**src/rtl/sdt_pkg.sv**
```systemverilog
// Shared types and constants for the solar duty tracker.
// Holds handshake structs between controller and datapath, state and action codes.
// No dependencies.
package sdt_pkg;

    localparam int DUTY_BITS_DEF   = 16;
    localparam int SAMPLE_BITS_DEF = 12;
    localparam int COUNT_BITS      = 16;
    localparam int SUM_SHIFT       = 3;
    localparam int CFG_IDX_BITS    = 3;

    localparam int OUT_LIMIT_RST    = 1700;
    localparam int INPUT_FLOOR_RST  = 600;
    localparam int DUTY_FLOOR_RST   = 0;
    localparam int DUTY_CEILING_RST = 65535;
    localparam int DUTY_START_RST   = 0;

    localparam logic [COUNT_BITS-1:0] OVER_COUNT  = 16'd200;
    localparam logic [COUNT_BITS-1:0] UNDER_COUNT = 16'd100;
    localparam logic [COUNT_BITS-1:0] TRACK_COUNT = 16'd1000;

    localparam logic [CFG_IDX_BITS-1:0] CFG_OUT_LIMIT    = 3'd0;
    localparam logic [CFG_IDX_BITS-1:0] CFG_INPUT_FLOOR  = 3'd1;
    localparam logic [CFG_IDX_BITS-1:0] CFG_MANUAL_MODE  = 3'd2;
    localparam logic [CFG_IDX_BITS-1:0] CFG_DUTY_FLOOR   = 3'd3;
    localparam logic [CFG_IDX_BITS-1:0] CFG_DUTY_CEILING = 3'd4;
    localparam logic [CFG_IDX_BITS-1:0] CFG_DUTY_START   = 3'd5;

    typedef enum logic [2:0] {
        ACT_NONE   = 3'd0,
        ACT_OVER   = 3'd1,
        ACT_UNDER  = 3'd2,
        ACT_TRACK  = 3'd3,
        ACT_FILTER = 3'd4
    } t_action;

    typedef enum logic [2:0] {
        ST_IDLE,
        ST_ACCUM,
        ST_DIV_LOAD,
        ST_DIV,
        ST_DECIDE,
        ST_DONE
    } t_state;

    typedef struct packed {
        logic capture;
        logic accum;
        logic div_load;
        logic div_step;
        logic decide;
        logic load_out;
    } t_dp_cmd;

    typedef struct packed {
        logic full_block;
        logic manual;
        logic out_free;
    } t_dp_stat;

endpackage

```
**src/rtl/sdt_div.sv**
```systemverilog
// Restoring divider, one quotient bit per cycle while i_step is high.
// Uses sdt_pkg for default widths.
module sdt_div #(
    parameter int DIVIDEND_BITS = sdt_pkg::SAMPLE_BITS_DEF + sdt_pkg::COUNT_BITS,
    parameter int DIVISOR_BITS  = sdt_pkg::COUNT_BITS
) (
    input  logic                     i_clk,
    input  logic                     i_load,
    input  logic                     i_step,
    input  logic [DIVIDEND_BITS-1:0] i_dividend,
    input  logic [DIVISOR_BITS-1:0]  i_divisor,
    output logic [DIVIDEND_BITS-1:0] o_quotient
);

    logic [DIVISOR_BITS-1:0]  r_rem, n_rem;
    logic [DIVIDEND_BITS-1:0] r_quo, n_quo;
    logic [DIVISOR_BITS:0]    w_shift, w_diff, w_dvsr;

    always_comb begin
        w_dvsr  = {1'b0, i_divisor};
        w_shift = {r_rem, r_quo[DIVIDEND_BITS-1]};
        w_diff  = w_shift - w_dvsr;
        n_rem   = r_rem;
        n_quo   = r_quo;
        if (i_load) begin
            n_rem = '0;
            n_quo = i_dividend;
        end else if (i_step) begin
            if (w_shift >= w_dvsr) begin
                n_rem = w_diff[DIVISOR_BITS-1:0];
                n_quo = {r_quo[DIVIDEND_BITS-2:0], 1'b1};
            end else begin
                n_rem = w_shift[DIVISOR_BITS-1:0];
                n_quo = {r_quo[DIVIDEND_BITS-2:0], 1'b0};
            end
        end
    end

    always_ff @(posedge i_clk) begin
        r_rem <= n_rem;
        r_quo <= n_quo;
    end

    assign o_quotient = r_quo;

endmodule

```
**src/rtl/sdt_datapath.sv**
```systemverilog
// Datapath: config registers, filters, totals, averaging dividers, duty update, result register.
// Uses sdt_pkg and sdt_div; driven by sdt_ctrl through t_dp_cmd.
module sdt_datapath #(
    parameter int DUTY_BITS   = sdt_pkg::DUTY_BITS_DEF,
    parameter int SAMPLE_BITS = sdt_pkg::SAMPLE_BITS_DEF,
    parameter int IN_BITS     = ((3 * (SAMPLE_BITS + 2) + 7) / 8) * 8,
    parameter int OUT_BITS    = ((DUTY_BITS + 3 * SAMPLE_BITS + 7) / 8) * 8,
    parameter int CFG_BITS    = (DUTY_BITS > SAMPLE_BITS) ? DUTY_BITS : SAMPLE_BITS
) (
    input  logic                            i_clk,
    input  logic                            i_rst_n,
    input  sdt_pkg::t_dp_cmd                i_cmd,
    output sdt_pkg::t_dp_stat               o_stat,
    input  logic [IN_BITS-1:0]              i_s_axis_tdata,
    input  logic                            i_s_axis_tuser,
    output logic                            o_m_axis_tvalid,
    input  logic                            i_m_axis_tready,
    output logic [OUT_BITS-1:0]             o_m_axis_tdata,
    output logic [2:0]                      o_m_axis_tuser,
    input  logic                            i_cfg_we,
    input  logic [sdt_pkg::CFG_IDX_BITS-1:0] i_cfg_index,
    input  logic [CFG_BITS-1:0]             i_cfg_wdata
);

    localparam int SUM_BITS   = SAMPLE_BITS + 2;
    localparam int TOTAL_BITS = SAMPLE_BITS + sdt_pkg::COUNT_BITS;
    localparam int CB         = sdt_pkg::COUNT_BITS;

    logic [SAMPLE_BITS-1:0] r_out_limit, r_input_floor;
    logic                   r_manual;
    logic [DUTY_BITS-1:0]   r_duty_floor, r_duty_ceiling;

    logic [SAMPLE_BITS-1:0] r_gate_lvl, r_in_lvl, r_out_lvl;
    logic [SAMPLE_BITS-1:0] n_gate_lvl, n_in_lvl, n_out_lvl;
    logic [TOTAL_BITS-1:0]  r_gate_tot, r_in_tot, r_out_tot;
    logic [TOTAL_BITS-1:0]  n_gate_tot, n_in_tot, n_out_tot;
    logic [CB-1:0]          r_count, n_count;
    logic [SAMPLE_BITS-1:0] r_last_avg, n_last_avg;
    logic                   r_dir_down, n_dir_down;
    logic [DUTY_BITS-1:0]   r_duty, n_duty;
    logic                   r_func;
    sdt_pkg::t_action       r_action, n_action;
    logic                   r_out_valid, n_out_valid;
    logic [DUTY_BITS-1:0]   r_res_duty;
    logic [SAMPLE_BITS-1:0] r_res_gate, r_res_in, r_res_out;
    sdt_pkg::t_action       r_res_action;

    logic [SUM_BITS-1:0]    w_gate_sum, w_in_sum, w_out_sum;
    logic [TOTAL_BITS:0]    w_gate_add, w_in_add, w_out_add;
    logic [TOTAL_BITS-1:0]  w_gate_q, w_in_q, w_out_q;
    logic [SAMPLE_BITS-1:0] w_in_avg, w_out_avg;
    logic                   w_over, w_under, w_track, w_flip, w_down;
    logic signed [DUTY_BITS+1:0] w_duty_ext, w_lo, w_hi, w_moved, w_clip;
    localparam logic signed [DUTY_BITS+1:0] ONE = {{(DUTY_BITS+1){1'b0}}, 1'b1};

    assign w_gate_sum = i_s_axis_tdata[SUM_BITS-1:0];
    assign w_in_sum   = i_s_axis_tdata[2*SUM_BITS-1:SUM_BITS];
    assign w_out_sum  = i_s_axis_tdata[3*SUM_BITS-1:2*SUM_BITS];

    sdt_div #(.DIVIDEND_BITS(TOTAL_BITS), .DIVISOR_BITS(CB)) u_div_in (
        .i_clk      (i_clk),
        .i_load     (i_cmd.div_load),
        .i_step     (i_cmd.div_step),
        .i_dividend (r_in_tot),
        .i_divisor  (r_count),
        .o_quotient (w_in_q)
    );

    sdt_div #(.DIVIDEND_BITS(TOTAL_BITS), .DIVISOR_BITS(CB)) u_div_out (
        .i_clk      (i_clk),
        .i_load     (i_cmd.div_load),
        .i_step     (i_cmd.div_step),
        .i_dividend (r_out_tot),
        .i_divisor  (r_count),
        .o_quotient (w_out_q)
    );

    assign w_in_avg  = w_in_q[SAMPLE_BITS-1:0];
    assign w_out_avg = w_out_q[SAMPLE_BITS-1:0];

    always_comb begin
        w_gate_add = {1'b0, r_gate_tot} + (TOTAL_BITS+1)'(r_gate_lvl);
        w_in_add   = {1'b0, r_in_tot} + (TOTAL_BITS+1)'(r_in_lvl);
        w_out_add  = {1'b0, r_out_tot} + (TOTAL_BITS+1)'(r_out_lvl);

        w_over  = (w_out_avg > r_out_limit) && (r_count > sdt_pkg::OVER_COUNT);
        w_under = (w_in_avg < r_input_floor) && (r_count > sdt_pkg::UNDER_COUNT);
        w_track = r_count > sdt_pkg::TRACK_COUNT;
        w_flip  = (w_out_avg < r_last_avg) || (r_duty == r_duty_floor)
                  || (r_duty == r_duty_ceiling);
        w_down  = (w_over || w_under) ? 1'b1 : (r_dir_down ^ w_flip);

        w_duty_ext = {2'b00, r_duty};
        w_lo       = {2'b00, r_duty_floor};
        w_hi       = {2'b00, r_duty_ceiling};
        w_moved    = w_down ? (w_duty_ext - ONE) : (w_duty_ext + ONE);
        w_clip     = (w_moved > w_hi) ? w_hi : w_moved;
        w_clip     = (w_clip < w_lo) ? w_lo : w_clip;

        n_gate_lvl  = r_gate_lvl;
        n_in_lvl    = r_in_lvl;
        n_out_lvl   = r_out_lvl;
        n_gate_tot  = r_gate_tot;
        n_in_tot    = r_in_tot;
        n_out_tot   = r_out_tot;
        n_count     = r_count;
        n_last_avg  = r_last_avg;
        n_dir_down  = r_dir_down;
        n_duty      = r_duty;
        n_action    = r_action;
        n_out_valid = r_out_valid && !i_m_axis_tready;

        if (i_cmd.capture) begin
            n_gate_lvl = (r_gate_lvl >> 1)
                         + SAMPLE_BITS'(w_gate_sum >> sdt_pkg::SUM_SHIFT);
            n_in_lvl   = (r_in_lvl >> 1)
                         + SAMPLE_BITS'(w_in_sum >> sdt_pkg::SUM_SHIFT);
            n_out_lvl  = (r_out_lvl >> 1)
                         + SAMPLE_BITS'(w_out_sum >> sdt_pkg::SUM_SHIFT);
        end

        if (i_cmd.accum) begin
            if (r_func) begin
                n_action   = sdt_pkg::ACT_NONE;
                n_gate_tot = w_gate_add[TOTAL_BITS] ? '1 : w_gate_add[TOTAL_BITS-1:0];
                n_in_tot   = w_in_add[TOTAL_BITS] ? '1 : w_in_add[TOTAL_BITS-1:0];
                n_out_tot  = w_out_add[TOTAL_BITS] ? '1 : w_out_add[TOTAL_BITS-1:0];
                if (r_count != '1) begin
                    n_count = r_count + CB'(1);
                end
            end else begin
                n_action = sdt_pkg::ACT_FILTER;
            end
        end

        if (i_cmd.decide && (w_over || w_under || w_track)) begin
            n_gate_tot = '0;
            n_in_tot   = '0;
            n_out_tot  = '0;
            n_count    = '0;
            n_duty     = w_clip[DUTY_BITS-1:0];
            if (w_over) begin
                n_action = sdt_pkg::ACT_OVER;
            end else if (w_under) begin
                n_action = sdt_pkg::ACT_UNDER;
            end else begin
                n_action   = sdt_pkg::ACT_TRACK;
                n_dir_down = w_down;
                n_last_avg = w_out_avg;
            end
        end

        if (i_cmd.load_out) begin
            n_out_valid = 1'b1;
        end
    end

    always_ff @(posedge i_clk) begin
        if (!i_rst_n) begin
            r_out_limit    <= SAMPLE_BITS'(sdt_pkg::OUT_LIMIT_RST);
            r_input_floor  <= SAMPLE_BITS'(sdt_pkg::INPUT_FLOOR_RST);
            r_manual       <= 1'b0;
            r_duty_floor   <= DUTY_BITS'(sdt_pkg::DUTY_FLOOR_RST);
            r_duty_ceiling <= DUTY_BITS'(sdt_pkg::DUTY_CEILING_RST);
            r_gate_lvl     <= '0;
            r_in_lvl       <= '0;
            r_out_lvl      <= '0;
            r_gate_tot     <= '0;
            r_in_tot       <= '0;
            r_out_tot      <= '0;
            r_count        <= '0;
            r_last_avg     <= '0;
            r_dir_down     <= 1'b0;
            r_duty         <= DUTY_BITS'(sdt_pkg::DUTY_START_RST);
            r_out_valid    <= 1'b0;
        end else begin
            if (i_cfg_we) begin
                case (i_cfg_index)
                    sdt_pkg::CFG_OUT_LIMIT:    r_out_limit    <= i_cfg_wdata[SAMPLE_BITS-1:0];
                    sdt_pkg::CFG_INPUT_FLOOR:  r_input_floor  <= i_cfg_wdata[SAMPLE_BITS-1:0];
                    sdt_pkg::CFG_MANUAL_MODE:  r_manual       <= i_cfg_wdata[0];
                    sdt_pkg::CFG_DUTY_FLOOR:   r_duty_floor   <= i_cfg_wdata[DUTY_BITS-1:0];
                    sdt_pkg::CFG_DUTY_CEILING: r_duty_ceiling <= i_cfg_wdata[DUTY_BITS-1:0];
                    // start duty is only seen through reset
                    sdt_pkg::CFG_DUTY_START: begin
                    end
                    default: begin
                    end
                endcase
            end
            r_gate_lvl  <= n_gate_lvl;
            r_in_lvl    <= n_in_lvl;
            r_out_lvl   <= n_out_lvl;
            r_gate_tot  <= n_gate_tot;
            r_in_tot    <= n_in_tot;
            r_out_tot   <= n_out_tot;
            r_count     <= n_count;
            r_last_avg  <= n_last_avg;
            r_dir_down  <= n_dir_down;
            r_duty      <= n_duty;
            r_out_valid <= n_out_valid;
        end
    end

    always_ff @(posedge i_clk) begin
        r_action <= n_action;
        if (i_cmd.capture) begin
            r_func <= i_s_axis_tuser;
        end
        if (i_cmd.load_out) begin
            r_res_duty   <= r_duty;
            r_res_gate   <= r_gate_lvl;
            r_res_in     <= r_in_lvl;
            r_res_out    <= r_out_lvl;
            r_res_action <= r_action;
        end
    end

    assign o_stat.full_block = r_func;
    assign o_stat.manual     = r_manual;
    assign o_stat.out_free   = !r_out_valid || i_m_axis_tready;

    assign o_m_axis_tvalid = r_out_valid;
    assign o_m_axis_tdata  = OUT_BITS'({r_res_out, r_res_in, r_res_gate, r_res_duty});
    assign o_m_axis_tuser  = r_res_action;

endmodule

```
**src/rtl/sdt_ctrl.sv**
```systemverilog
// Controller: sequences capture, accumulate, divide, decide and result load.
// Uses sdt_pkg; commands sdt_datapath through t_dp_cmd and reads t_dp_stat.
module sdt_ctrl #(
    parameter int TOTAL_BITS = sdt_pkg::SAMPLE_BITS_DEF + sdt_pkg::COUNT_BITS
) (
    input  logic              i_clk,
    input  logic              i_rst_n,
    input  logic              i_s_axis_tvalid,
    output logic              o_s_axis_tready,
    input  sdt_pkg::t_dp_stat i_stat,
    output sdt_pkg::t_dp_cmd  o_cmd
);

    localparam int STEP_BITS = $clog2(TOTAL_BITS);
    localparam logic [STEP_BITS-1:0] LAST_STEP = STEP_BITS'(TOTAL_BITS - 1);

    sdt_pkg::t_state      r_state, n_state;
    logic [STEP_BITS-1:0] r_step, n_step;

    always_comb begin
        n_state = r_state;
        n_step  = r_step;
        case (r_state)
            sdt_pkg::ST_IDLE: begin
                if (i_s_axis_tvalid) begin
                    n_state = sdt_pkg::ST_ACCUM;
                end
            end
            sdt_pkg::ST_ACCUM: begin
                if (i_stat.full_block && !i_stat.manual) begin
                    n_state = sdt_pkg::ST_DIV_LOAD;
                end else begin
                    n_state = sdt_pkg::ST_DONE;
                end
            end
            sdt_pkg::ST_DIV_LOAD: begin
                n_step  = '0;
                n_state = sdt_pkg::ST_DIV;
            end
            sdt_pkg::ST_DIV: begin
                n_step = r_step + STEP_BITS'(1);
                if (r_step == LAST_STEP) begin
                    n_state = sdt_pkg::ST_DECIDE;
                end
            end
            sdt_pkg::ST_DECIDE: begin
                n_state = sdt_pkg::ST_DONE;
            end
            sdt_pkg::ST_DONE: begin
                if (i_stat.out_free) begin
                    n_state = sdt_pkg::ST_IDLE;
                end
            end
            default: begin
                n_state = sdt_pkg::ST_IDLE;
            end
        endcase
    end

    always_comb begin
        o_s_axis_tready = (r_state == sdt_pkg::ST_IDLE);
        o_cmd           = '0;
        o_cmd.capture   = o_s_axis_tready && i_s_axis_tvalid;
        o_cmd.accum     = (r_state == sdt_pkg::ST_ACCUM);
        o_cmd.div_load  = (r_state == sdt_pkg::ST_DIV_LOAD);
        o_cmd.div_step  = (r_state == sdt_pkg::ST_DIV);
        o_cmd.decide    = (r_state == sdt_pkg::ST_DECIDE);
        o_cmd.load_out  = (r_state == sdt_pkg::ST_DONE) && i_stat.out_free;
    end

    always_ff @(posedge i_clk) begin
        if (!i_rst_n) begin
            r_state <= sdt_pkg::ST_IDLE;
            r_step  <= '0;
        end else begin
            r_state <= n_state;
            r_step  <= n_step;
        end
    end

`ifndef SYNTHESIS
    a_capture_to_accum: assert property (@(posedge i_clk) disable iff (!i_rst_n)
        o_cmd.capture |=> r_state == sdt_pkg::ST_ACCUM)
        else $error("request taken but accumulate step skipped");

    a_decide_after_div: assert property (@(posedge i_clk) disable iff (!i_rst_n)
        o_cmd.decide |-> $past(r_state) == sdt_pkg::ST_DIV && $past(r_step) == LAST_STEP)
        else $error("decision made before division finished");

    a_manual_no_div: assert property (@(posedge i_clk) disable iff (!i_rst_n)
        (o_cmd.accum && i_stat.manual) |=> r_state == sdt_pkg::ST_DONE)
        else $error("division started in manual mode");

    a_single_command: assert property (@(posedge i_clk) disable iff (!i_rst_n)
        $onehot0({o_cmd.capture, o_cmd.accum, o_cmd.div_load, o_cmd.div_step,
                  o_cmd.decide, o_cmd.load_out}))
        else $error("overlapping datapath commands");
`endif

endmodule

```
**src/rtl/solar_duty_tracker_core.sv**
```systemverilog
// Solar duty tracker top level: perturb-and-observe duty control on filtered channel sums.
// Uses sdt_pkg, sdt_ctrl, sdt_datapath (with two sdt_div dividers).
//
// One request is taken at a time. A half-block request, and a full-block request in manual
// mode, passes through the accumulate and done states before its result is loaded. A
// full-block request in automatic mode also passes through divider load, the divide steps
// and the decision; the two restoring dividers form the input and output averages side by
// side, one quotient bit per cycle over the full width of the totals. The result sits in an
// output register, so the next request is taken as soon as the current result is registered,
// even if it is not yet taken downstream. Configuration writes take effect on the next clock;
// duty_start only sets the duty at reset, where it is always its reset value of zero.
module solar_duty_tracker_core #(
    parameter int DUTY_BITS   = sdt_pkg::DUTY_BITS_DEF,
    parameter int SAMPLE_BITS = sdt_pkg::SAMPLE_BITS_DEF
) (
    input  logic                             i_clk,
    input  logic                             i_rst_n,
    input  logic                             i_s_axis_tvalid,
    output logic                             o_s_axis_tready,
    // gate_sum, input_sum, output_sum, zero fill
    input  logic [((3*(SAMPLE_BITS+2)+7)/8)*8-1:0] i_s_axis_tdata,
    // func
    input  logic                             i_s_axis_tuser,
    output logic                             o_m_axis_tvalid,
    input  logic                             i_m_axis_tready,
    // duty, gate_filtered, input_filtered, output_filtered, zero fill
    output logic [((DUTY_BITS+3*SAMPLE_BITS+7)/8)*8-1:0] o_m_axis_tdata,
    // action
    output logic [2:0]                       o_m_axis_tuser,
    input  logic                             i_cfg_we,
    input  logic [sdt_pkg::CFG_IDX_BITS-1:0] i_cfg_index,
    input  logic [((DUTY_BITS > SAMPLE_BITS) ? DUTY_BITS : SAMPLE_BITS)-1:0] i_cfg_wdata
);

    localparam int IN_BITS    = ((3 * (SAMPLE_BITS + 2) + 7) / 8) * 8;
    localparam int OUT_BITS   = ((DUTY_BITS + 3 * SAMPLE_BITS + 7) / 8) * 8;
    localparam int CFG_BITS   = (DUTY_BITS > SAMPLE_BITS) ? DUTY_BITS : SAMPLE_BITS;
    localparam int TOTAL_BITS = SAMPLE_BITS + sdt_pkg::COUNT_BITS;

    sdt_pkg::t_dp_cmd  w_cmd;
    sdt_pkg::t_dp_stat w_stat;

    sdt_ctrl #(.TOTAL_BITS(TOTAL_BITS)) u_ctrl (
        .i_clk           (i_clk),
        .i_rst_n         (i_rst_n),
        .i_s_axis_tvalid (i_s_axis_tvalid),
        .o_s_axis_tready (o_s_axis_tready),
        .i_stat          (w_stat),
        .o_cmd           (w_cmd)
    );

    sdt_datapath #(
        .DUTY_BITS   (DUTY_BITS),
        .SAMPLE_BITS (SAMPLE_BITS),
        .IN_BITS     (IN_BITS),
        .OUT_BITS    (OUT_BITS),
        .CFG_BITS    (CFG_BITS)
    ) u_datapath (
        .i_clk           (i_clk),
        .i_rst_n         (i_rst_n),
        .i_cmd           (w_cmd),
        .o_stat          (w_stat),
        .i_s_axis_tdata  (i_s_axis_tdata),
        .i_s_axis_tuser  (i_s_axis_tuser),
        .o_m_axis_tvalid (o_m_axis_tvalid),
        .i_m_axis_tready (i_m_axis_tready),
        .o_m_axis_tdata  (o_m_axis_tdata),
        .o_m_axis_tuser  (o_m_axis_tuser),
        .i_cfg_we        (i_cfg_we),
        .i_cfg_index     (i_cfg_index),
        .i_cfg_wdata     (i_cfg_wdata)
    );

endmodule
```
**config.mk**
```make
export PLATFORM = sky130hd
export DESIGN_NAME = solar_duty_tracker_core
export DESIGN_NICKNAME = d
export VERILOG_FILES = /design/src/rtl/sdt_pkg.sv /design/src/rtl/sdt_div.sv /design/src/rtl/sdt_datapath.sv /design/src/rtl/sdt_ctrl.sv /design/src/rtl/solar_duty_tracker_core.sv
export SDC_FILE = /design/constraint.sdc
export NUM_CORES = 1
export LEC_CHECK = 0
export BUFFER_PORTS_ARGS = -buffer_cell sky130_fd_sc_hd__buf_2
export CELL_PAD_IN_SITES_DETAIL_PLACEMENT = 0
export CELL_PAD_IN_SITES_GLOBAL_PLACEMENT = 1
export CORE_MARGIN = 10
export CORE_UTILIZATION = 40
export DETAILED_ROUTE_END_ITERATION = 6
export GPL_TIMING_DRIVEN = 0
export PLACE_DENSITY = 0.81
export SYNTH_ARGS = -nofsm -noshare
export SYNTH_HDL_FRONTEND = slang
export SYNTH_SLANG_ARGS = --single-unit
```
**constraint.sdc**
```tcl
create_clock -name i_clk -period 8.4 [get_ports i_clk]
set_clock_uncertainty 0.1 [all_clocks]
set_input_delay 0.42 -clock i_clk [delete_from_list [all_inputs] [get_ports i_clk]]
set_output_delay 0.42 -clock i_clk [all_outputs]
set_load 0.01 [all_outputs]
```
==> out/results.ini <==
[synth]
synth_edf_count=115
synth_top_cell_area_share_pct=23.1
ys_seq_elements=350
netlist-cell-type-count=82
ys_top_cells_by_count=nand2_1, dfxtp_1, inv_1
synth_flop_cell=dfxtp_1
seq_area_frac_synth_pct=40.0
synthTopCellsByArea=dfxtp_1, edfxtp_1, ha_1, nand2_1, a21oi_1
async_flop_share_pct=0
yosys_warnings=0
synth_top_cell_by_area=dfxtp_1
synth_most_common_cell=nand2_1
synth_area_um2=20400
syn_avg_cell_area_um2=9.02
syn_inst=2259

[cells_and_area]
finalNetCount=2667
regArea_um2=8160
utilization_pct=46.7
area_growth_pct=15.1
fin_cells=3134
drive_above_1_share_pct=14.3
num-fill-cells=4811
multi_input_area_um2=11200

[sta]
fmax_mhz=123
finalHoldViolCount=0
tightest_slew_ns=0.951
period_needed_ns=8.14
setup_viol=0
fin_hold_ws_ns=0.0154
post-route-period-util_pct=96.9
final-max-slew-violation-count=0
slew_headroom_pct=36.2
setup_slack_ns=0.258
finalSetupTns_ns=0

[route]
met3_wirelength_um=3670
wire_per_inst_um=18.7
avgViaCountPerCell=5.53
wirelength_met1_um=27500
dr.pass1.iters=6
ant_nets=0
met2_length_um=25900
routed_wl_um=58500
vias=17300
drt_iter0_drc=1363
drc_errors=0
dr.max_layer_used=met5

[critical_path]
crit_type=reg2reg
start_kind=flip-flop
slowest_delay_ns=0.59
cp_max_fo=10
critical_path_arrival_ns=8.45
critical_path.slowest_cell=or4b_4
crit_required_ns=8.71
end_kind=flip-flop
crit_path_frequent_cell=a21o_1

[floorplan]
rows=82
fp.dieH_um=246
io_pins=134
die-area_um2=60400
die_w_um=246
initial_utilization_pct=40.5
core_area_um2=50300

[status]
status=finished clean

[clock_network]
numCtsBuffers=41
cts_tree=done
clk_pin_slew_worst_paths_ns=0.06
clockRootBuffer=clkbuf_16
htreeDepth=2
cts_buffer_depth=3
clk_latency_ns=0.57
cts_sinks=350

[power]
pwr-share-clk_pct=29.8
p_comb_share_pct=37.2
p_per_area_nw_per_um2=272
switching_share_pct=35.0
ir_drop_mv=0.164
seqPwrFrac_pct=33.0
p_switching_w=0.00223
p_int_w=0.00415
p_leak_nw=9.20

[placement]
dp_slack_ns=-0.401
portBuffers=113
place_congestion=0.901
numPlacedInstances=3049
dp_hpwl_um=44600

[hold_path]
hp-class=in2reg

[global_routing]
grt_pass1_wl_um=91800
grt-ovfl-total=0
antenna_found_initial=4
grt_max_degree=45
grt.total_usage_pct=18.7
grt_pass1_vias=16600

[run]
drv_cap=0

placed cells by master (no fill, tap or decap), types with 12 or more instances in the layout:
cell type,n
nor2b_1,27
o31ai_1,18
o211ai_1,58
xor2_1,48
nor3_1,37
mux2_2,60
nand3_1,52
buf_2,133
and2_1,24
a21oi_1,155
nand4_1,46
clkbuf_1,75
and3_1,18
inv_1,170
o221a_2,24
edfxtp_1,115
ha_1,159
nand2b_1,12
mux2i_1,26
a21o_1,24
or3_1,14
a211oi_1,35
nor4_1,19
clkbuf_16,43
o21ai_0,105
xnor2_1,55
a31oi_1,24
buf_4,12
nand2_1,279
dfxtp_1,233
nor2_1,139
worst max-delay path, delay by kind of cell, from the launching register on:
family	cells	cell delay [ns]
buffers and inverters	3	0.64
adders and majority gates	3	0.91
AOI/OAI and AO/OA	19	4.62
DFF	1	0.42
and+or+nand+nor	5	1.27
metrics by stage:
step,total power [W],area (um^2)
2_1_floorplan,0.00393,20400
3_3_place_gp,0.00444,21800
3_5_place_dp,0.00449,21800
4_1_cts,0.00640,23300
5_1_grt,0.00680,23500
6_report,0.00639,23500
routing by layer:
metal  up-vias  GRT usage, %
li1       8512             -
met2       457          29.1
met4         8          5.54
met1      8252          26.0
met5         -             0
met3       102          3.43
final timing paths:
| check | cells past startpoint | to | slack [ns] | from |
|---|---|---|---|---|
| setup reg to reg | 30 | u_datapath.r_duty[5] | 0.26 | u_datapath.r_count[1] |
| hold / removal | 3 | u_datapath.r_duty_floor[14] | 0.02 | i_cfg_wdata[14] |
| hold reg to reg | 0 | u_datapath.o_m_axis_tuser[0] | 0.32 | u_datapath.r_action[0] |
| setup / recovery | 30 | u_datapath.r_duty[5] | 0.26 | u_datapath.r_count[1] |
power by group through the flow:
stage                     sequential (W)  combinational, W  clock [W]
after floorplan                  0.00209           0.00183          0
after global placement           0.00215           0.00230          0
after detailed placement         0.00214           0.00235          0
after CTS                        0.00211           0.00236    0.00193
after global routing             0.00213           0.00267    0.00200
final                            0.00211           0.00237    0.00190
registers in the layout (all words and copies together), names as in the netlist, 16 cells and up:
name and flops:
u_datapath.u_div_out.r_rem 16, u_datapath.u_div_in.r_rem 16, u_datapath.r_duty_floor 16, u_datapath.u_div_in.o_quotient 28, u_datapath.r_duty_ceiling 16, u_datapath.r_out_tot 28
u_datapath.r_in_tot 28, u_datapath.r_count 16, u_datapath.r_res_duty 16, u_datapath.u_div_out.o_quotient 28, u_datapath.r_duty 16
layout make-up:
class	count	area share, %
inverters	174	2.78
diodes	1	0.0107
flip-flops and latches	350	34.8
plain buffers	109	2.10
multi-input cells	1629	47.8
clock buffers	51	4.89
clock inverters	25	1.21
repair buffers	123	2.86
well taps	672	3.58
cells by family (layout without fill, tap and decap cells):
family | Yosys count | count (layout) | synth area share [%]
mux | 86 | 86 | 4.59
flops | 350 | 350 | 40.0
buf+inv | 283 | 482 | 5.59
xor+xnor | 103 | 103 | 4.43
simple gates | 710 | 710 | 16.5
fa+ha+maj | 166 | 166 | 10.4
compound gates | 560 | 560 | 18.4
other cells | 1 | 5 | 0.0184
repair_timing:
item,in CTS,in global routing
gates cloned,0,0
pin swaps,1,4
hold buffers,2,0
resized for setup,5,27
setup endpoints to repair,15,16
buffers inserted,1,5
hold endpoints to repair,2,0
No activity file was read; power rests on OpenSTA's default activity.
